### src/rtl/core/fisr_pkg.sv
// Shared types, constants and binary32 arithmetic for the fast inverse square root unit.
package fisr_pkg;

    localparam logic [31:0] SEED_MAGIC      = 32'h5f3759df;
    localparam logic [31:0] FP_HALF         = 32'h3f000000;
    localparam logic [31:0] FP_THREE_HALVES = 32'h3fc00000;
    localparam logic [31:0] FP_QNAN         = 32'h7fc00000;
    localparam logic [31:0] MAG_MASK        = 32'h7fffffff;
    localparam logic [31:0] EXP_ONES        = 32'h7f800000;

    localparam logic [1:0] ERR_OK     = 2'd0;
    localparam logic [1:0] ERR_DOMAIN = 2'd1;
    localparam logic [1:0] ERR_ZERO   = 2'd2;

    localparam int QUEUE_DEPTH = 4;
    localparam int QUEUE_AW    = $clog2(QUEUE_DEPTH);

    typedef struct packed {
        logic        action;
        logic [31:0] operand;
        logic [1:0]  err;
        logic        is_zero;
    } fisr_item_t;

    typedef struct packed {
        logic        action;
        logic [31:0] operand;
        logic [1:0]  err;
        logic        is_zero;
        logic [31:0] seed;
    } fisr_ctx_t;

    function automatic logic fp_is_nan(input logic [31:0] a);
        return (a[30:23] == 8'hff) && (a[22:0] != 23'd0);
    endfunction

    function automatic logic fp_is_inf(input logic [31:0] a);
        return (a[30:23] == 8'hff) && (a[22:0] == 23'd0);
    endfunction

    // binary32 multiply, round to nearest even, subnormals kept
    function automatic logic [31:0] fp_mul(input logic [31:0] a, input logic [31:0] b);
        logic               sign;
        logic [7:0]         ea;
        logic [7:0]         eb;
        logic [23:0]        ma;
        logic [23:0]        mb;
        logic [47:0]        p;
        logic [47:0]        pn;
        logic [5:0]         lz;
        logic               found;
        logic signed [10:0] e;
        logic [10:0]        sh;
        logic               lost;
        logic [7:0]         ef;
        logic               rnd;
        logic [30:0]        w;
        logic [31:0]        res;
        begin
            sign = a[31] ^ b[31];
            res  = 32'd0;
            if (fp_is_nan(a) || fp_is_nan(b))
            begin
                res = FP_QNAN;
            end
            else if (fp_is_inf(a) || fp_is_inf(b))
            begin
                if ((a[30:0] == 31'd0) || (b[30:0] == 31'd0))
                    res = FP_QNAN;
                else
                    res = {sign, EXP_ONES[30:0]};
            end
            else if ((a[30:0] == 31'd0) || (b[30:0] == 31'd0))
            begin
                res = {sign, 31'd0};
            end
            else
            begin
                ma = {a[30:23] != 8'd0, a[22:0]};
                mb = {b[30:23] != 8'd0, b[22:0]};
                ea = (a[30:23] == 8'd0) ? 8'd1 : a[30:23];
                eb = (b[30:23] == 8'd0) ? 8'd1 : b[30:23];
                p  = ma * mb;
                lz    = 6'd0;
                found = 1'b0;
                for (int i = 47; i >= 0; i--)
                begin
                    if (!found)
                    begin
                        if (p[i])
                            found = 1'b1;
                        else
                            lz = lz + 6'd1;
                    end
                end
                pn   = p << lz;
                e    = $signed({3'b000, ea}) + $signed({3'b000, eb}) - 11'sd126
                       - $signed({5'b00000, lz});
                lost = 1'b0;
                if (e >= 11'sd255)
                begin
                    res = {sign, EXP_ONES[30:0]};
                end
                else
                begin
                    if (e < 11'sd1)
                    begin
                        sh = 11'(11'sd1 - e);
                        if (sh >= 11'd48)
                        begin
                            lost = |pn;
                            pn   = 48'd0;
                        end
                        else
                        begin
                            lost = |(pn & ((48'd1 << sh) - 48'd1));
                            pn   = pn >> sh;
                        end
                        ef = 8'd0;
                    end
                    else
                    begin
                        ef = e[7:0];
                    end
                    rnd = pn[23] & ((|pn[22:0]) | lost | pn[24]);
                    w   = {ef, pn[46:24]} + {30'd0, rnd};
                    res = {sign, w};
                end
            end
            return res;
        end
    endfunction

    // binary32 add, round to nearest even, subnormals kept
    function automatic logic [31:0] fp_add(input logic [31:0] a, input logic [31:0] b);
        logic [31:0]        x;
        logic [31:0]        y;
        logic [7:0]         ex;
        logic [7:0]         ey;
        logic [7:0]         d;
        logic [26:0]        b0;
        logic [27:0]        av;
        logic [27:0]        bv;
        logic               lost;
        logic [27:0]        r;
        logic [4:0]         lz;
        logic [4:0]         lzl;
        logic               found;
        logic signed [10:0] e;
        logic [7:0]         ef;
        logic               rnd;
        logic [30:0]        w;
        logic [31:0]        res;
        begin
            res = 32'd0;
            if (fp_is_nan(a) || fp_is_nan(b))
            begin
                res = FP_QNAN;
            end
            else if (fp_is_inf(a) && fp_is_inf(b))
            begin
                res = (a[31] != b[31]) ? FP_QNAN : a;
            end
            else if (fp_is_inf(a))
            begin
                res = a;
            end
            else if (fp_is_inf(b))
            begin
                res = b;
            end
            else if ((a[30:0] == 31'd0) && (b[30:0] == 31'd0))
            begin
                res = {a[31] & b[31], 31'd0};
            end
            else if (a[30:0] == 31'd0)
            begin
                res = b;
            end
            else if (b[30:0] == 31'd0)
            begin
                res = a;
            end
            else
            begin
                if (b[30:0] > a[30:0])
                begin
                    x = b;
                    y = a;
                end
                else
                begin
                    x = a;
                    y = b;
                end
                ex = (x[30:23] == 8'd0) ? 8'd1 : x[30:23];
                ey = (y[30:23] == 8'd0) ? 8'd1 : y[30:23];
                d  = ex - ey;
                av = {1'b0, x[30:23] != 8'd0, x[22:0], 3'b000};
                b0 = {y[30:23] != 8'd0, y[22:0], 3'b000};
                if (d >= 8'd27)
                begin
                    lost = |b0;
                    bv   = 28'd0;
                end
                else
                begin
                    lost = |(b0 & ((27'd1 << d) - 27'd1));
                    bv   = {1'b0, b0 >> d};
                end
                bv[0] = bv[0] | lost;
                r = (x[31] ^ y[31]) ? (av - bv) : (av + bv);
                e = $signed({3'b000, ex});
                if (r == 28'd0)
                begin
                    res = 32'd0;
                end
                else
                begin
                    if (r[27])
                    begin
                        r = {1'b0, r[27:2], r[1] | r[0]};
                        e = e + 11'sd1;
                    end
                    else
                    begin
                        lz    = 5'd0;
                        found = 1'b0;
                        for (int i = 26; i >= 0; i--)
                        begin
                            if (!found)
                            begin
                                if (r[i])
                                    found = 1'b1;
                                else
                                    lz = lz + 5'd1;
                            end
                        end
                        lzl = ({3'b000, lz} > (ex - 8'd1)) ? 5'(ex - 8'd1) : lz;
                        r   = r << lzl;
                        e   = e - $signed({6'd0, lzl});
                    end
                    if (e >= 11'sd255)
                    begin
                        res = {x[31], EXP_ONES[30:0]};
                    end
                    else
                    begin
                        ef  = r[26] ? e[7:0] : 8'd0;
                        rnd = r[2] & (r[1] | r[0] | r[3]);
                        w   = {ef, r[25:3]} + {30'd0, rnd};
                        res = {x[31], w};
                    end
                end
            end
            return res;
        end
    endfunction

endpackage

### src/rtl/core/fisr_queue.sv
// Short item queue between the front end and the arithmetic pipeline.
module fisr_queue (
    input  logic                clk,
    input  logic                rst_n,
    input  logic                push_valid,
    output logic                push_ready,
    input  fisr_pkg::fisr_item_t push_item,
    output logic                pop_valid,
    input  logic                pop_ready,
    output fisr_pkg::fisr_item_t pop_item
);
    import fisr_pkg::*;

    fisr_item_t           mem_reg [QUEUE_DEPTH];
    logic [QUEUE_AW-1:0]  wr_ptr_reg;
    logic [QUEUE_AW-1:0]  wr_ptr_next;
    logic [QUEUE_AW-1:0]  rd_ptr_reg;
    logic [QUEUE_AW-1:0]  rd_ptr_next;
    logic [QUEUE_AW:0]    count_reg;
    logic [QUEUE_AW:0]    count_next;
    logic                 push;
    logic                 pop;

    assign push_ready = (count_reg != (QUEUE_AW+1)'(QUEUE_DEPTH));
    assign pop_valid  = (count_reg != '0);
    assign pop_item   = mem_reg[rd_ptr_reg];
    assign push       = push_valid && push_ready;
    assign pop        = pop_valid && pop_ready;

    always_comb
    begin
        wr_ptr_next = push ? wr_ptr_reg + 1'b1 : wr_ptr_reg;
        rd_ptr_next = pop ? rd_ptr_reg + 1'b1 : rd_ptr_reg;
        count_next  = count_reg + (QUEUE_AW+1)'(push) - (QUEUE_AW+1)'(pop);
    end

    always_ff @(posedge clk or negedge rst_n)
    begin
        if (!rst_n)
        begin
            wr_ptr_reg <= '0;
            rd_ptr_reg <= '0;
            count_reg  <= '0;
        end
        else
        begin
            wr_ptr_reg <= wr_ptr_next;
            rd_ptr_reg <= rd_ptr_next;
            count_reg  <= count_next;
        end
    end

    always_ff @(posedge clk)
    begin
        if (push)
            mem_reg[wr_ptr_reg] <= push_item;
    end

endmodule

### config.mk
export PLATFORM = sky130hd
export DESIGN_NAME = fisr_queue
export DESIGN_NICKNAME = d
export VERILOG_FILES = /design/src/rtl/core/fisr_pkg.sv /design/src/rtl/core/fisr_queue.sv
export SDC_FILE = /design/constraint.sdc
export NUM_CORES = 1
export LEC_CHECK = 0
export BUFFER_PORTS_ARGS = -buffer_cell sky130_fd_sc_hd__buf_2
export CORE_MARGIN = 1
export CORE_UTILIZATION = 45
export DETAILED_ROUTE_END_ITERATION = 10
export RECOVER_POWER = 25
export SYNTH_ARGS = -nofsm -noshare
export SYNTH_HDL_FRONTEND = slang
export SYNTH_SLANG_ARGS = --single-unit
### constraint.sdc
create_clock -name clk -period 3.4 [get_ports clk]
set_input_delay 1.02 -clock clk [delete_from_list [all_inputs] [get_ports clk]]
set_output_delay 1.02 -clock clk [all_outputs]
set_load 0.02 [all_outputs]
==> results.tsv <==
metric	value	unit
syn_area_per_cell	24.8	um2
largest_reg_flops	144	
overflow	0	
ys.warnings.count	0	
worst_pin_slew	585	ps
finalWirelength	9.85	mm
status	finished clean	
n_antenna_cell	0	
synthTopCellsByArea	edfxtp_1 76%, mux4_2 14%, dfrtp_1 3.1%, ha_1 1.3%, buf_12 0.71%	
ant_nets	0	
fin_hold_ws	522	ps
tns	0	ps
vias	2585	
core_area	0.0122	mm2
cts_hold_buf	0	
synth_edf_count	144	
synth.largest_area_cell	edfxtp_1	
finalClockSkew	8.62	ps
synth.top_cells.by_count	144 x edfxtp_1, 36 x mux4_2, 7 x dfrtp_1	
die-area	0.0131	mm2
grtUsageTotal	16.8	%
cts-resized-gates	0	
synthArstFlopShare	4.64	%
grt_max_degree	37	
drv_slew	0	
power_density	932	mW/mm2
wl_per_cell	19.5	um
dp_hpwl	5.89	mm
cap_violations	0	
clkTransAtPathRegs	60	ps
cp-start-kind	register	
dpl_worst_slack	737	ps
post_cts_buffers	0	
cp-end-kind	output port	
regArea	0.00450	mm2
multiInputGateArea	0.00108	mm2
antenna_found_initial	1	
synth_seq_area_share	79.2	%
grt_pass1_wl	15.4	mm
cts_root_buf	clkbuf_16	
arrival	2030	ps
cts_buffer_depth	2	
viasPerCell	5.11	
timing.final.crit_share	89.7	%
fillers	940	
fin_ws	350	ps
timing.slew.headroom	61.0	%
synth_top_area_share	76.1	%
grt_pass1_vias	2755	
finalHoldViolations	0	
r2r-end	count_reg[2]	
numPortBuffers	77	
core.rowCount	40	
critPathRequiredTime	2380	ps
cts.sinks	151	
synthCells	229	
pin_count	78	
rsz0062_at_grt	false	
die_x	114	um
synth_area	0.00568	mm2
cp_max_fo	15	
htreeDepth	4	
setup_viol	0	
drive_above_1_share	39.1	%
period_needed	3050	ps
syn2layout_area_growth	20.4	%
hold_path_class	in -> async	
gp_congestion	0.699	
vdd_drop_max	0.000526	V
fp.dieH	114	um
cts_tree	done	
p_leak	2.33	nW
clock_latency	400	ps
yosys.cell_count.top_type	edfxtp_1	
ff2ff_path_depth	9	
synth-seq-cells	151	
ys.flop_type	edfxtp_1	
cts_buffers	17	
drt_pass1_iterations	4	
initial_core_util	46.7	%
crit_type	reg -> out	
r2r-start	count_reg[1]	
synth_nets	276	
r2r_slack	1060	ps
max_freq	328	MHz
remaining_drc_errors	0	
final_nets	373	
ys_types	21	
drtIter0Drc	214	
[placed cells by master, fill, tap and decap left out, drive strengths merged]
| cell type | Yosys | final |
|---|---|---|
| edfxtp | 144 | 144 |
| buf | 8 | 63 |
| clkbuf | 0 | 43 |
| mux4 | 36 | 36 |
| dfrtp | 7 | 7 |
| inv | 6 | 6 |
| ha | 6 | 6 |
| clkinv | 0 | 6 |
| nand2b | 4 | 4 |
| and3b | 4 | 4 |
| xnor2 | 3 | 3 |
| bufinv | 0 | 3 |
| nand4bb | 2 | 2 |
| o211ai | 2 | 2 |
| clkinvlp | 0 | 2 |
| nor3b | 1 | 1 |
| o31a | 1 | 1 |
| or3 | 1 | 1 |
| xor2 | 1 | 1 |
| nand2 | 1 | 1 |
| o311ai | 1 | 1 |
| fa | 1 | 1 |
[per-layer routing]
layer / GRT usage, % / up-vias / share of wire (%)
met5: 0 / - / 0.13
met4: 5.19 / 2 / 0.52
met3: 6.88 / 4 / 5.6
met2: 26.1 / 72 / 48
met1: 21.8 / 1349 / 45
li1: - / 1158 / -
[report_power, final]
part,internal (mW),switching [mW]
registers,2.47,0.190
clock network,1.14,0.665
logic,0.836,1.08
total,4.44,1.93
[worst max-delay path by stage]
| stage | slack, ps | start | depth (start not counted) | endpoint |
|---|---|---|---|---|
| floorplan | 1040 | pop_ready | 8 | count_reg[2] |
| global placement | 740 | rd_ptr_reg[0] | 3 | pop_item[26] |
| detailed placement | 740 | rd_ptr_reg[0] | 3 | pop_item[26] |
| CTS | 300 | rd_ptr_reg[0] | 3 | pop_item[26] |
| global route | 230 | rd_ptr_reg[0] | 3 | pop_item[26] |
| finish | 350 | rd_ptr_reg[0] | 3 | pop_item[26] |
[area by class of cell]
class	instances	share of cell area, %
Clock buffer	20	6.39
Clock inverter	11	1.94
Inverter	6	0.329
Multi-Input combinational cell	64	15.8
Sequential cell	151	65.8
Tap cell	168	3.07
Timing Repair Buffer	86	6.57
[per-stage QoR]
step                power, mW  std cells  utilization (%)  instance area [um2]
global placement         4.64        475             51.8                 6300
detailed placement       4.66        475             51.8                 6300
finish                   6.37        506             56.2                 6840
CTS                      6.48        506             56.5                 6870
global route             6.69        506             56.2                 6840
floorplan                4.04        229                -                 5680
[kinds of logic after synthesis]
group           share of synthesized area (%)
fa+ha+maj                                1.67
mux                                      14.3
xor+xnor                                0.617
buf+inv                                  1.78
flops                                    79.2
compound gates                          0.573
simple gates                             1.85
[critical path: stages (launching register included)]
cell and delay, ps:
dfrtp_2 650, buf_12 250, mux4_2 540, buf_2 180
Power figures use the tool's default switching activity.
