==> src/rtl/core/fisr_pkg.sv <==
// Shared types, constants and binary32 arithmetic for the fast inverse square root unit.
package fisr_pkg;

    localparam logic [31:0] SEED_MAGIC      = 32'h5f3759df;
    localparam logic [31:0] FP_HALF         = 32'h3f000000;
    localparam logic [31:0] FP_THREE_HALVES = 32'h3fc00000;
    localparam logic [31:0] FP_QNAN         = 32'h7fc00000;
    localparam logic [31:0] MAG_MASK        = 32'h7fffffff;
    localparam logic [31:0] EXP_ONES        = 32'h7f800000;

    localparam logic [1:0] ERR_OK     = 2'd0;
    localparam logic [1:0] ERR_DOMAIN = 2'd1;
    localparam logic [1:0] ERR_ZERO   = 2'd2;

    localparam int QUEUE_DEPTH = 4;
    localparam int QUEUE_AW    = $clog2(QUEUE_DEPTH);

    typedef struct packed {
        logic        action;
        logic [31:0] operand;
        logic [1:0]  err;
        logic        is_zero;
    } fisr_item_t;

    typedef struct packed {
        logic        action;
        logic [31:0] operand;
        logic [1:0]  err;
        logic        is_zero;
        logic [31:0] seed;
    } fisr_ctx_t;

    function automatic logic fp_is_nan(input logic [31:0] a);
        return (a[30:23] == 8'hff) && (a[22:0] != 23'd0);
    endfunction

    function automatic logic fp_is_inf(input logic [31:0] a);
        return (a[30:23] == 8'hff) && (a[22:0] == 23'd0);
    endfunction

    // binary32 multiply, round to nearest even, subnormals kept
    function automatic logic [31:0] fp_mul(input logic [31:0] a, input logic [31:0] b);
        logic               sign;
        logic [7:0]         ea;
        logic [7:0]         eb;
        logic [23:0]        ma;
        logic [23:0]        mb;
        logic [47:0]        p;
        logic [47:0]        pn;
        logic [5:0]         lz;
        logic               found;
        logic signed [10:0] e;
        logic [10:0]        sh;
        logic               lost;
        logic [7:0]         ef;
        logic               rnd;
        logic [30:0]        w;
        logic [31:0]        res;
        begin
            sign = a[31] ^ b[31];
            res  = 32'd0;
            if (fp_is_nan(a) || fp_is_nan(b))
            begin
                res = FP_QNAN;
            end
            else if (fp_is_inf(a) || fp_is_inf(b))
            begin
                if ((a[30:0] == 31'd0) || (b[30:0] == 31'd0))
                    res = FP_QNAN;
                else
                    res = {sign, EXP_ONES[30:0]};
            end
            else if ((a[30:0] == 31'd0) || (b[30:0] == 31'd0))
            begin
                res = {sign, 31'd0};
            end
            else
            begin
                ma = {a[30:23] != 8'd0, a[22:0]};
                mb = {b[30:23] != 8'd0, b[22:0]};
                ea = (a[30:23] == 8'd0) ? 8'd1 : a[30:23];
                eb = (b[30:23] == 8'd0) ? 8'd1 : b[30:23];
                p  = ma * mb;
                lz    = 6'd0;
                found = 1'b0;
                for (int i = 47; i >= 0; i--)
                begin
                    if (!found)
                    begin
                        if (p[i])
                            found = 1'b1;
                        else
                            lz = lz + 6'd1;
                    end
                end
                pn   = p << lz;
                e    = $signed({3'b000, ea}) + $signed({3'b000, eb}) - 11'sd126
                       - $signed({5'b00000, lz});
                lost = 1'b0;
                if (e >= 11'sd255)
                begin
                    res = {sign, EXP_ONES[30:0]};
                end
                else
                begin
                    if (e < 11'sd1)
                    begin
                        sh = 11'(11'sd1 - e);
                        if (sh >= 11'd48)
                        begin
                            lost = |pn;
                            pn   = 48'd0;
                        end
                        else
                        begin
                            lost = |(pn & ((48'd1 << sh) - 48'd1));
                            pn   = pn >> sh;
                        end
                        ef = 8'd0;
                    end
                    else
                    begin
                        ef = e[7:0];
                    end
                    rnd = pn[23] & ((|pn[22:0]) | lost | pn[24]);
                    w   = {ef, pn[46:24]} + {30'd0, rnd};
                    res = {sign, w};
                end
            end
            return res;
        end
    endfunction

    // binary32 add, round to nearest even, subnormals kept
    function automatic logic [31:0] fp_add(input logic [31:0] a, input logic [31:0] b);
        logic [31:0]        x;
        logic [31:0]        y;
        logic [7:0]         ex;
        logic [7:0]         ey;
        logic [7:0]         d;
        logic [26:0]        b0;
        logic [27:0]        av;
        logic [27:0]        bv;
        logic               lost;
        logic [27:0]        r;
        logic [4:0]         lz;
        logic [4:0]         lzl;
        logic               found;
        logic signed [10:0] e;
        logic [7:0]         ef;
        logic               rnd;
        logic [30:0]        w;
        logic [31:0]        res;
        begin
            res = 32'd0;
            if (fp_is_nan(a) || fp_is_nan(b))
            begin
                res = FP_QNAN;
            end
            else if (fp_is_inf(a) && fp_is_inf(b))
            begin
                res = (a[31] != b[31]) ? FP_QNAN : a;
            end
            else if (fp_is_inf(a))
            begin
                res = a;
            end
            else if (fp_is_inf(b))
            begin
                res = b;
            end
            else if ((a[30:0] == 31'd0) && (b[30:0] == 31'd0))
            begin
                res = {a[31] & b[31], 31'd0};
            end
            else if (a[30:0] == 31'd0)
            begin
                res = b;
            end
            else if (b[30:0] == 31'd0)
            begin
                res = a;
            end
            else
            begin
                if (b[30:0] > a[30:0])
                begin
                    x = b;
                    y = a;
                end
                else
                begin
                    x = a;
                    y = b;
                end
                ex = (x[30:23] == 8'd0) ? 8'd1 : x[30:23];
                ey = (y[30:23] == 8'd0) ? 8'd1 : y[30:23];
                d  = ex - ey;
                av = {1'b0, x[30:23] != 8'd0, x[22:0], 3'b000};
                b0 = {y[30:23] != 8'd0, y[22:0], 3'b000};
                if (d >= 8'd27)
                begin
                    lost = |b0;
                    bv   = 28'd0;
                end
                else
                begin
                    lost = |(b0 & ((27'd1 << d) - 27'd1));
                    bv   = {1'b0, b0 >> d};
                end
                bv[0] = bv[0] | lost;
                r = (x[31] ^ y[31]) ? (av - bv) : (av + bv);
                e = $signed({3'b000, ex});
                if (r == 28'd0)
                begin
                    res = 32'd0;
                end
                else
                begin
                    if (r[27])
                    begin
                        r = {1'b0, r[27:2], r[1] | r[0]};
                        e = e + 11'sd1;
                    end
                    else
                    begin
                        lz    = 5'd0;
                        found = 1'b0;
                        for (int i = 26; i >= 0; i--)
                        begin
                            if (!found)
                            begin
                                if (r[i])
                                    found = 1'b1;
                                else
                                    lz = lz + 5'd1;
                            end
                        end
                        lzl = ({3'b000, lz} > (ex - 8'd1)) ? 5'(ex - 8'd1) : lz;
                        r   = r << lzl;
                        e   = e - $signed({6'd0, lzl});
                    end
                    if (e >= 11'sd255)
                    begin
                        res = {x[31], EXP_ONES[30:0]};
                    end
                    else
                    begin
                        ef  = r[26] ? e[7:0] : 8'd0;
                        rnd = r[2] & (r[1] | r[0] | r[3]);
                        w   = {ef, r[25:3]} + {30'd0, rnd};
                        res = {x[31], w};
                    end
                end
            end
            return res;
        end
    endfunction

endpackage

==> src/rtl/core/fisr_front.sv <==
// Front end: takes input items, classifies them and holds one for the queue.
module fisr_front (
    input  logic                clk,
    input  logic                rst_n,
    input  logic                in_valid,
    output logic                in_ready,
    input  logic                action,
    input  logic [31:0]         operand_bits,
    output logic                item_valid,
    input  logic                item_ready,
    output fisr_pkg::fisr_item_t item
);
    import fisr_pkg::*;

    logic       valid_reg;
    logic       valid_next;
    fisr_item_t item_reg;
    fisr_item_t item_next;
    logic [31:0] mag;

    assign in_ready   = !valid_reg || item_ready;
    assign item_valid = valid_reg;
    assign item       = item_reg;
    assign mag        = operand_bits & MAG_MASK;

    always_comb
    begin
        item_next.action  = action;
        item_next.operand = operand_bits;
        item_next.is_zero = (mag == 32'd0);
        if ((mag > EXP_ONES) || (operand_bits[31] && (mag != 32'd0)))
            item_next.err = ERR_DOMAIN;
        else if ((mag == 32'd0) && !action)
            item_next.err = ERR_ZERO;
        else
            item_next.err = ERR_OK;
        valid_next = in_ready ? in_valid : valid_reg;
    end

    always_ff @(posedge clk or negedge rst_n)
    begin
        if (!rst_n)
            valid_reg <= 1'b0;
        else
            valid_reg <= valid_next;
    end

    always_ff @(posedge clk)
    begin
        if (in_ready && in_valid)
            item_reg <= item_next;
    end

endmodule

==> config.mk <==
export PLATFORM = sky130hd
export DESIGN_NAME = fisr_front
export DESIGN_NICKNAME = d
export VERILOG_FILES = /design/src/rtl/core/fisr_pkg.sv /design/src/rtl/core/fisr_front.sv
export SDC_FILE = /design/constraint.sdc
export NUM_CORES = 1
export LEC_CHECK = 0
export BUFFER_PORTS_ARGS = -buffer_cell sky130_fd_sc_hd__buf_4
export CORE_MARGIN = 3
export CORE_UTILIZATION = 47
export CTS_BUF_LIST = sky130_fd_sc_hd__clkbuf_4 sky130_fd_sc_hd__clkbuf_8
export CTS_CLUSTER_SIZE = 40
export DETAILED_ROUTE_END_ITERATION = 10
export MAX_ROUTING_LAYER = met4
export PLACE_DENSITY = 0.86
export REMOVE_ABC_BUFFERS = 1
export SLEW_MARGIN = 5
export SYNTH_ARGS = -nofsm -noshare
export SYNTH_HDL_FRONTEND = slang
export SYNTH_SLANG_ARGS = --single-unit
export TNS_END_PERCENT = 20
==> constraint.sdc <==
create_clock -name clk -period 4.9 [get_ports clk]
set_input_delay 0.735 -clock clk [delete_from_list [all_inputs] [get_ports clk]]
set_output_delay 0.735 -clock clk [all_outputs]
set_load 0.01 [all_outputs]
==> summary.txt, run 1 <==
Run status
  – Status: completed

Timing
  – Hold_ws: 0.169 ns
  – Worst Skew: about 0.007 ns
  – RSZ-0062 raised after global routing: no
  – Setup TNS: 0 ns
  – Final hold vios: 0
  – Max-slew violation count: 0
  – Count of final setup violators: 0
  – Crit share post-route: between 30% and 40%
  – Crit path time final: 1.88 ns
  – Least-Margin Pin Slew: 0.442 ns
  – Fmax: about 530 MHz
  – Relative slew slack: 70.6%

Synthesis
  – Count of unique library cells instantiated by Yosys: 14
  – Seq cells post-synth: 37
  – Largest area contributor in the netlist: edfxtp_1
  – Asr flop ratio synth: under 10%
  – Synth Area in Compound Gates: 1.22%
  – Cells after synthesis: 57
  – Cell area after synthesis: 1230 um^2
  – Largest family of logic cells by synthesized area: simple AND/OR/NAND/NOR gates
  – Top cells by area, synth: edfxtp_1 88%, nor4_1 2.5%, dfrtp_1 2.0%
  – Post-Synth XOR/XNOR Area: 0%
  – Register area share after synthesis: 89.7%
  – Synth Warn #: 0
  – Post-Synth Adder-Cell Area: 0%
  – Area share of the leading cell type in the synthesized netlist: 87.6%
  – Simple-gate share of the synthesized area: 8.82%
  – Synth Area per Inst: 21.6 um^2
  – Mux contribution to synthesized area: 0%
  – Primary FF master, synth: edfxtp_1
  – EDFF count, synth: 36

Detailed routing
  – Final WL: 2.93 mm
  – Vias per cell: ~5.1
  – DRT Pass-1 Iters: 4
  – Antenna Violating Nets Remaining: 0
  – Remaining DRCs: 0
  – WL/cell: 17.4 um
  – DR iter-0 viols: 20
  – Vias: approximately 860

Global routing
  – M3 GR Usage: 4.52%
  – Grt met2 use: 33.6%
  – Initial antenna violation count: 0
  – GR peak layer: met2
  – Total congestion overflow: 0
  – Gr usage total: 19.1%
  – Vias in the first global route: 904
  – First-pass GRT wire length: 4.42 mm
  – Largest net degree at the start of global routing: 37
  – GRT met1 Usage: 19.2%

Pwr
  – Power share of the clock group: 27.8%
  – Int Power: 490 uW
  – VDD IR max: between 200 and 250 uV
  – Seq pwr share: 60.4%
  – Switching pwr: 127 uW
  – Switching share of power: 20.6%
  – PD cells: 325 nW/um^2
  – LEAKAGE: 0.000795 uW
  – Comb pwr share: 11.8%

Worst setup path
  – CP Capture Type: output pin
  – Worst path required time: 4.16 ns
  – Reg2reg start: item_valid
  – Crit. Startpoint: item_ready
  – Setup CP Type: input port to output pin
  – Crit start category: input port
  – Crit-path max FO: 3
  – Worst path arrival time: 1.14 ns

Placed design
  – Post-DP Area: 1830 um^2
  – PortBufs: 74
  – GPL Wtd Cong: 0.695

CTS
  – H-Tree Depth: 2
  – Post-CTS Setup Inserts: 0
  – CTS buffer count: 5
  – Post-CTS Resized: 0
  – Hold_buf cts: 0
  – Clk slew on worst S/H paths: 0.10 ns
  – Clock Sinks: 37
  – CTS root buf: clkbuf_4
  – Clock Latency Late Sink: 0.33 ns
  – CTS tree: built
  – Clock Path Buffers: 2

Floorplanning
  – Starting Density: between 50% and 60%
  – Core box area: 2340 um^2
  – Die Wd: approximately 57 um
  – Die H: roughly 57 um
  – # rows: 17
  – I/O pin total: 75
  – Full die area: 3280 um^2

Layout
  – Fin nets: 176
  – Max reg flops: 36
  – Share of cells above drive strength 1: between 60% and 70%
  – Layout Cell Area excl Fill: around 1900 um^2
  – ANT cells: 0
  – Synth-to-Final Area Change: 53.9%

Worst hold path
  – Tightest Hold Check Type: input port to asynchronous set/reset pin

Flow run
  – Max Cap Viol: 0
[cells in the mapped netlist, drive strengths merged (2+ instances only)]
cell type	number
edfxtp	36
nand2b	2
nand4	3
nor2	2
nor4	5
or4	2
[layout by cell type (no fill, tap or decap), drive strengths merged]
cell type,synthesis,final
inv,1,1
dfrtp,1,1
nor4,5,5
or4,2,2
edfxtp,36,36
a21o,1,1
nand2b,2,2
nor2,2,2
a211oi,1,1
buf,0,75
and4,1,1
clkbuf,0,8
and2,1,1
nand4,3,3
nor3,1,1
[stage by stage]
step	instances	setup WS [ns]	utilization (%)	power, uW
detailed placement	160	2.75	78.3	453
global placement	160	2.78	78.3	450
finish	168	3.02	81.1	616
floorplan	57	2.68	-	397
global route	168	2.99	81.1	641
CTS	168	3.02	81.1	622
[kinds of logic after synthesis]
logic type             Yosys count
buffers and inverters            1
AO/OA/AOI/OAI                    2
flip-flops                      37
AND/OR/NAND/NOR                 17
[power by group through the flow]
stage	Combinational [uW]	Sequential, uW	Clock, uW
after floorplan	8.84	389	0
after global routing	77.7	374	190
final	72.9	372	171
after detailed placement	73.3	380	0
after global placement	71.0	379	0
after CTS	73.6	372	176
[worst max-delay path, cell delays in order]
cell      delay [ns]
buf_4           0.10
nand2b_1        0.15
buf_4           0.15
[final cells by class]
type | count | area [um^2]
Clock buffer | 8 | 66.3
Fill cell | 124 | 442
Inverter | 1 | 3.75
Multi-Input combinational cell | 19 | 124
Sequential cell | 37 | 1110
Tap cell | 28 | 35.0
Timing Repair Buffer | 75 | 563
[final timing paths]
path,depth (start not counted),end,slack (ns)
min reg2reg,2,item_valid,0.56
max,3,in_ready,3.02
max reg2reg,3,item[25],3.53
max in group asynchronous,1,item_valid,4.65
min,1,item_valid,0.17
min in group clk,2,item_valid,0.56
[layer usage]
| metal | vias up | share of wire, % |
|---|---|---|
| met3 | 6 | 6.0 |
| met4 | 0 | 2.3 |
| li1 | 397 | - |
| met2 | 40 | 57 |
| met5 | - | 0 |
| met1 | 418 | 34 |
No activity file was read; power rests on OpenSTA's default activity.
==> inputs of run 2 (changes only) <==
--- a/config.mk
+++ b/config.mk
@@ -7,12 +7,12 @@
 export LEC_CHECK = 0
 export BUFFER_PORTS_ARGS = -buffer_cell sky130_fd_sc_hd__buf_4
 export CORE_MARGIN = 3
-export CORE_UTILIZATION = 47
+export CORE_UTILIZATION = 44
 export CTS_BUF_LIST = sky130_fd_sc_hd__clkbuf_4 sky130_fd_sc_hd__clkbuf_8
 export CTS_CLUSTER_SIZE = 40
 export DETAILED_ROUTE_END_ITERATION = 10
 export MAX_ROUTING_LAYER = met4
-export PLACE_DENSITY = 0.86
+export PLACE_DENSITY = 0.81
 export REMOVE_ABC_BUFFERS = 1
 export SLEW_MARGIN = 5
 export SYNTH_ARGS = -nofsm -noshare
==> constraint.sdc (replaced) <==
create_clock -name clk -period 1.74 [get_ports clk]
set_input_delay 0.261 -clock clk [delete_from_list [all_inputs] [get_ports clk]]
set_output_delay 0.261 -clock clk [all_outputs]
set_load 0.01 [all_outputs]
==> summary.txt, run 2 (same netlist as run 1, synthesis figures left out) <==
Run status
  – Status: completed

Detailed routing
  – DR iter-0 viols: 15 (-25%)
  – WL/cell: 17.2 um (-1.4%)
  – Final WL: 2.97 mm (+1.5%)
  – Remaining DRCs: 0 (unchanged)
  – Vias: 868 (+0.81%)
  – Vias per cell: 5.02 (-2.1%)
  – DRT Pass-1 Iters: 4 (unchanged)
  – Antenna Violating Nets Remaining: 0 (unchanged)

Layout
  – Fin nets: 179 (+1.7%)
  – ANT cells: 0 (unchanged)
  – Max reg flops: 36 (unchanged)
  – Commonest non-fill, non-tap cells in the layout: 77 x buf_4, 36 x edfxtp_1, 7 x clkbuf_4, 5 x nor4_1, 3 x nand4_1
  – Commonest non-fill, non-tap cell in the layout: buf_4
  – Fin util: 75.0% (-6.1 points)
  – Layout fillers: 167 (+35%)
  – Share of cells above drive strength 1: 60.1% (+0.14 points)
  – Synth-to-Final Area Change: 56.1%
  – Multi-input logic area: 124 um^2 (unchanged)
  – Reg area: 1110 um^2 (unchanged)

Floorplanning
  – # rows: 18 (+1)
  – Starting Density: 48.1% (-4.7 points)
  – Full die area: 3480 um^2 (+6.1%)
  – I/O pin total: 75 (unchanged)
  – Die H: 59.0 um (+3.0%)
  – Core box area: 2570 um^2 (+9.7%)
  – Die Wd: 59.0 um (+3.0%)

Timing
  – Relative slew slack: 76.3% (+5.8 points)
  – Worst Skew: 0.00629 ns (-0.000657 ns)
  – Crit path time final: between 1 and 1.5 ns
  – Final hold vios: 0 (unchanged)
  – Count of final setup violators: 0 (unchanged)
  – Max-slew violation count: 0 (unchanged)
  – Fmax: 763 MHz
  – Crit share post-route: 75.4%
  – Least-Margin Pin Slew: 0.352 ns (-0.0899 ns)
  – RSZ-0062 raised after global routing: no

Worst setup path
  – Worst path required time: 1.83 ns (-2.33 ns)
  – Crit. Startpoint: operand_bits[4]
  – Crit-path max FO: 2 (-1)
  – CP Capture Type: register
  – Worst path arrival time: 1.40 ns (+0.26 ns)
  – Reg2reg start: item_valid
  – Crit start category: input port
  – Setup CP Type: input port to register

Worst hold path
  – Tightest Hold Check Type: input port to register
  – Worst Hold Launch: operand_bits[12]

Placed design
  – PortBufs: 74 (unchanged)
  – Detailed Place HPWL: 2.32 mm
  – GPL Wtd Cong: 0.677 (-2.5%)

CTS
  – Hold_buf cts: 1 (+1)
  – CTS buffer count: 5 (unchanged)
  – Clk slew on worst S/H paths: 0.11 ns (about the same)
  – Clock Path Buffers: 2 (unchanged)
  – Clock Sinks: 37 (unchanged)
  – Post-CTS Resized: 0 (unchanged)
  – CTS root buf: clkbuf_4
  – Post-CTS Setup Inserts: 0 (unchanged)
  – Clock Latency Late Sink: 0.33 ns (about the same)
  – CTS tree: built
  – H-Tree Depth: 2 (unchanged)

Global routing
  – Vias in the first global route: 890 (-1.5%)
  – M3 GR Usage: 5.92% (+1.4 points)
  – Initial antenna violation count: 0 (unchanged)
  – Grt met2 use: 35.5% (+1.9 points)
  – Largest net degree at the start of global routing: 20 (-46%)
  – Total congestion overflow: 0 (unchanged)
  – Gr usage total: 18.9% (-0.23 points)
  – First-pass GRT wire length: 4.37 mm (-1.1%)
  – GR peak layer: met2
  – GRT met1 Usage: 17.6% (-1.6 points)

Pwr
  – PD cells: 908 nW/um^2 (+180%)
  – LEAKAGE: 0.000808 uW (+1.7%)
  – VDD IR max: 589 uV (+160%)
  – Total power: 1750 uW (+180%)

Flow run
  – Max Cap Viol: 0 (unchanged)
==> run 2: stage by stage <==
stage | hold WS [ns] | area (um^2) | std cells | worst slack [ns] | TNS, ns
3_5_place_dp | 0.0379 | 1850 | 164 | 0.0843 | 0
5_1_grt | 0.0859 | 1930 | 173 | 0.384 | 0
3_3_place_gp | 0.0363 | 1850 | 164 | 0.122 | 0
4_1_cts | 0.0891 | 1930 | 173 | 0.452 | 0
6_report | 0.108 | 1930 | 173 | 0.429 | 0
2_1_floorplan | -0.0346 | 1230 | 57 | -0.134 | -4.83
==> run 2: path summary, 6_finish.rpt <==
check	endpoint	slack, ns	depth (start not counted)
max	item[1]	0.43	5
min	item[15]	0.11	1
max reg2reg	item[4]	0.47	3
min reg2reg	item_valid	0.59	2
max in group asynchronous	item_valid	1.42	2
min in group asynchronous	item_valid	0.24	2
==> run 2: final cells by class <==
cell class                      instances  share of cell area, %
Multi-Input combinational cell         19                   6.43
Clock buffer                            8                   3.44
Inverter                                1                  0.195
Sequential cell                        37                   57.4
Tap cell                               30                   1.95
Timing Repair Buffer                   78                   30.5
==> run 2: power by group <==
| group | leakage [uW] | internal (uW) | switching [uW] |
|---|---|---|---|
| Clock | 0.0000394 | 231 | 261 |
| Combinational | 0.000414 | 117 | 92.6 |
| Sequential | 0.000355 | 1030 | 14.0 |
==> run 2: critical path, cell delays in order <==
cell	delay [ns]
buf_4	0.11
or4_1	0.50
nor2_1	0.18
nand4_1	0.14
a21o_1	0.20
==> run 2: per-layer routing <==
metal / vias to the layer above / share of wire [%] / routed length (um)
met5: - / 0 / 0
met4: 0 / 1.7 / 50
met3: 5 / 8.5 / 253
met2: 43 / 55 / 1630
met1: 416 / 35 / 1040
li1: 404 / - / -
==> inputs of run 3 (changes only) <==
--- a/config.mk
+++ b/config.mk
@@ -5,14 +5,15 @@
 export SDC_FILE = /design/constraint.sdc
 export NUM_CORES = 1
 export LEC_CHECK = 0
+export ABC_AREA = 1
 export BUFFER_PORTS_ARGS = -buffer_cell sky130_fd_sc_hd__buf_4
 export CORE_MARGIN = 3
-export CORE_UTILIZATION = 44
+export CORE_UTILIZATION = 40
 export CTS_BUF_LIST = sky130_fd_sc_hd__clkbuf_4 sky130_fd_sc_hd__clkbuf_8
 export CTS_CLUSTER_SIZE = 40
 export DETAILED_ROUTE_END_ITERATION = 10
 export MAX_ROUTING_LAYER = met4
-export PLACE_DENSITY = 0.81
+export PLACE_DENSITY = 0.77
 export REMOVE_ABC_BUFFERS = 1
 export SLEW_MARGIN = 5
 export SYNTH_ARGS = -nofsm -noshare
==> constraint.sdc (replaced) <==
create_clock -name clk -period 1.2 [get_ports clk]
set_input_delay 0.18 -clock clk [delete_from_list [all_inputs] [get_ports clk]]
set_output_delay 0.18 -clock clk [all_outputs]
set_load 0.01 [all_outputs]
==> summary.txt, run 3 <==
CTS
  – Clock Path Buffers: 2 (unchanged)
  – CTS root buf: clkbuf_4
  – Clock Sinks: 37 (unchanged)
  – CTS tree: built
  – Clock Latency Late Sink: 0.34 ns (about the same)
  – Post-CTS Setup Inserts: 0 (unchanged)
  – H-Tree Depth: 2 (unchanged)
  – CTS buffer count: 5 (unchanged)
  – Clk slew on worst S/H paths: 0.11 ns (about the same)

Detailed routing
  – Final WL: 3.43 mm (+16%)
  – Antenna Violating Nets Remaining: 0 (unchanged)
  – DR iter-0 viols: 43 (+28)
  – Vias: 1051 (+21%)
  – Vias per cell: 4.47 (-11%)
  – DRT Pass-1 Iters: 4 (unchanged)
  – Remaining DRCs: 0 (unchanged)
  – WL/cell: 14.6 um (-15%)

Global routing
  – Gr usage total: 15.9% (-3.0 points)
  – Vias in the first global route: 1005 (+13%)
  – Total congestion overflow: 0 (unchanged)
  – First-pass GRT wire length: 4.48 mm (+2.5%)
  – Largest net degree at the start of global routing: 22 (+10%)
  – Initial antenna violation count: 0 (unchanged)

Placed design
  – Placed Cells: 203 (+24%)
  – PortBufs: 74 (unchanged)
  – GPL Wtd Cong: 0.733 (+8.3%)
  – Post-DP Area: 1970 um^2 (+6.4%)
  – Detailed Place HPWL: 2.25 mm (-3.0%)

Synthesis
  – Top cells by area, synth: edfxtp_1 83%, nor2_1 5.2%, nand2_1 3.4%
  – Area share of the leading cell type in the synthesized netlist: 82.8% (-4.9 points)
  – Most frequent cell after synthesis: edfxtp_1
  – Count of unique library cells instantiated by Yosys: 13 (-1)
  – EDFF count, synth: 36 (unchanged)
  – Largest area contributor in the netlist: edfxtp_1
  – Register area share after synthesis: 84.7% (-5.0 points)
  – Synth Area per Inst: 15.7 um^2 (-27%)
  – Cell area after synthesis: 1310 um^2 (+5.9%)
  – Post-synth top cells: 36 x edfxtp_1, 18 x nor2_1, 12 x nand2_1
  – Cells after synthesis: 83 (+46%)
  – Seq cells post-synth: 37 (unchanged)
  – Asr flop ratio synth: 2.70% (unchanged)
  – Synth Warn #: 0 (unchanged)
  – Primary FF master, synth: edfxtp_1

Layout
  – ANT cells: 0 (unchanged)
  – Max reg flops: 36 (unchanged)
  – Share of cells above drive strength 1: 48.2% (-12 points)
  – Layout Cell Area excl Fill: 2320 um^2 (+20%)
  – Fin cells: 235 (+36%)
  – Fin nets: 227 (+27%)
  – Commonest non-fill, non-tap cells in the layout: 73 x buf_4, 36 x edfxtp_1, 24 x dlygate4sd3_1, 18 x nor2_1, 11 x nand2_1
  – Synth-to-Final Area Change: 77.5%
  – Commonest non-fill, non-tap cell in the layout: buf_4

Floorplanning
  – # rows: 20 (+2)
  – Core box area: 3080 um^2 (+20%)
  – Die H: 63.1 um (+7.1%)
  – Full die area: 3990 um^2 (+15%)
  – Starting Density: 42.4% (-5.6 points)
  – Die Wd: 63.1 um (+7.1%)
  – I/O pin total: 75 (unchanged)

Pwr
  – Power share of the clock group: 35.3% (+7.2 points)
  – Comb pwr share: 13.6% (+1.6 points)
  – Switching share of power: 20.0% (-1.0 points)
  – Total power: 2980 uW (+70%)
  – VDD IR max: 939 uV (+59%)
  – Int Power: 2380 uW (+72%)
  – Switching pwr: 594 uW (+62%)
  – LEAKAGE: 0.000963 uW (+19%)
  – Seq pwr share: 51.1% (-8.8 points)
  – PD cells: 1280 nW/um^2 (+41%)

Worst setup path
  – Setup CP Type: register to output pin
  – Crit-path max FO: 3 (+1)
  – Crit start category: register
  – WP buf/inv: 1 (unchanged)
  – Worst path required time: 1.02 ns (-0.81 ns)
  – CP max-delay cell: dfrtp_2
  – Worst path arrival time: 0.98 ns (-0.42 ns)
  – CP Capture Type: output pin
  – Largest stage delay, worst path: 0.46 ns (-0.04 ns)
  – Crit path cell chain: nand2_2 -> buf_6
  – Cell family with most CP delay: flip-flops

Timing
  – Relative slew slack: 87.2% (+11 points)
  – Fmax: 860 MHz
  – Worst Skew: 0.00196 ns (-0.00433 ns)
  – Count of final setup violators: 0 (unchanged)
  – Least-Margin Pin Slew: 0.191 ns (-0.160 ns)
  – Final hold vios: 0 (unchanged)
  – Crit path time final: approximately 1.2 ns
  – Max-slew violation count: 0 (unchanged)
  – RSZ-0062 raised after global routing: yes
  – Crit share post-route: a little under 100%

Worst hold path
  – Tightest Hold Check Type: input port to register

Flow run
  – Max Cap Viol: 0 (unchanged)

Run status
  – Status: completed
run 3: cell types whose count changed in the layout (fill, tap and decap cells not counted), moves of 3 or more:
cell and change:
buf_4 -4, dlygate4sd3_1 +23, inv_1 +3, nand2_1 +11, nor2_1 +16, nor2_2 +3
nor4_1 -5
run 3: final timing paths:
kind                                  startpoint         end  slack (ns)  depth (start not counted)
worst max-delay path                  item_valid    in_ready        0.04                          2
worst min-delay path            operand_bits[10]    item[13]        0.03                          1
worst max register to register        item_valid     item[3]        0.04                          2
worst min register to register        item_valid  item_valid        0.59                          2
max in group asynchronous                  rst_n  item_valid        0.97                          2
min in group asynchronous                  rst_n  item_valid        0.14                          2
run 3: area by class of cell:
cell class / count / area, um^2
sequential: 37 / 1110
timing repair buffer: 100 / 840
fill: 199 / 759
multi-input combinational: 42 / 199
clock inverter: 3 / 65.1
tap: 44 / 55.1
clock buffer: 5 / 37.5
inverter: 4 / 15.0
run 3: power by group through the flow:
stage | Clock, uW | Combinational (uW) | Sequential, uW
6_report | 1050 | 404 | 1520
2_1_floorplan | 0 | 49.9 | 1590
4_1_cts | 1060 | 343 | 1520
3_3_place_gp | 0 | 329 | 1550
5_1_grt | 1140 | 435 | 1530
3_5_place_dp | 0 | 337 | 1550
run 3: cells by family after synthesis:
kind of cell / after synthesis / share of synthesized area (%)
flops: 37 / 84.7
compound gates: 3 / 1.15
simple gates: 39 / 13.0
buf+inv: 4 / 1.15
run 3: worst register-to-register path, stage by stage, from the launching register on:
cell	delay, ns
dfrtp_2	0.46
a21oi_4	0.23
buf_12	0.20
run 3: timing repair:
item / in CTS / in global routing
gates resized for setup: 2 / 1
pin swaps: 1 / 0
hold buffers: 1 / 23
cloned: 0 / 0
endpoints found under the setup margin: 1 / 23
endpoints found under the hold margin: 1 / 23
run 3: per-stage QoR:
step | setup TNS [ns] | setup slack, ns | hold slack (ns) | utilization [%]
floorplan | -52.95 | -1.47 | -0.116 | -
global placement | 0 | 0.0786 | -0.0446 | 63.9
detailed placement | 0 | 0.0419 | -0.0402 | 63.9
CTS | 0 | 0.00364 | 0.00546 | 67.8
global route | -0.0208 | -0.0208 | -0.00297 | 75.3
finish | 0 | 0.0376 | 0.0263 | 75.3
run 3: routing by layer:
layer	track usage (%)	up-vias	wire length, um	part of all wire, %
met5	-	-	0	0
met4	7.44	0	40	1.2
met3	8.91	4	406	12
met2	25.4	64	1800	52
met1	15.6	476	1190	35
li1	-	507	-	-
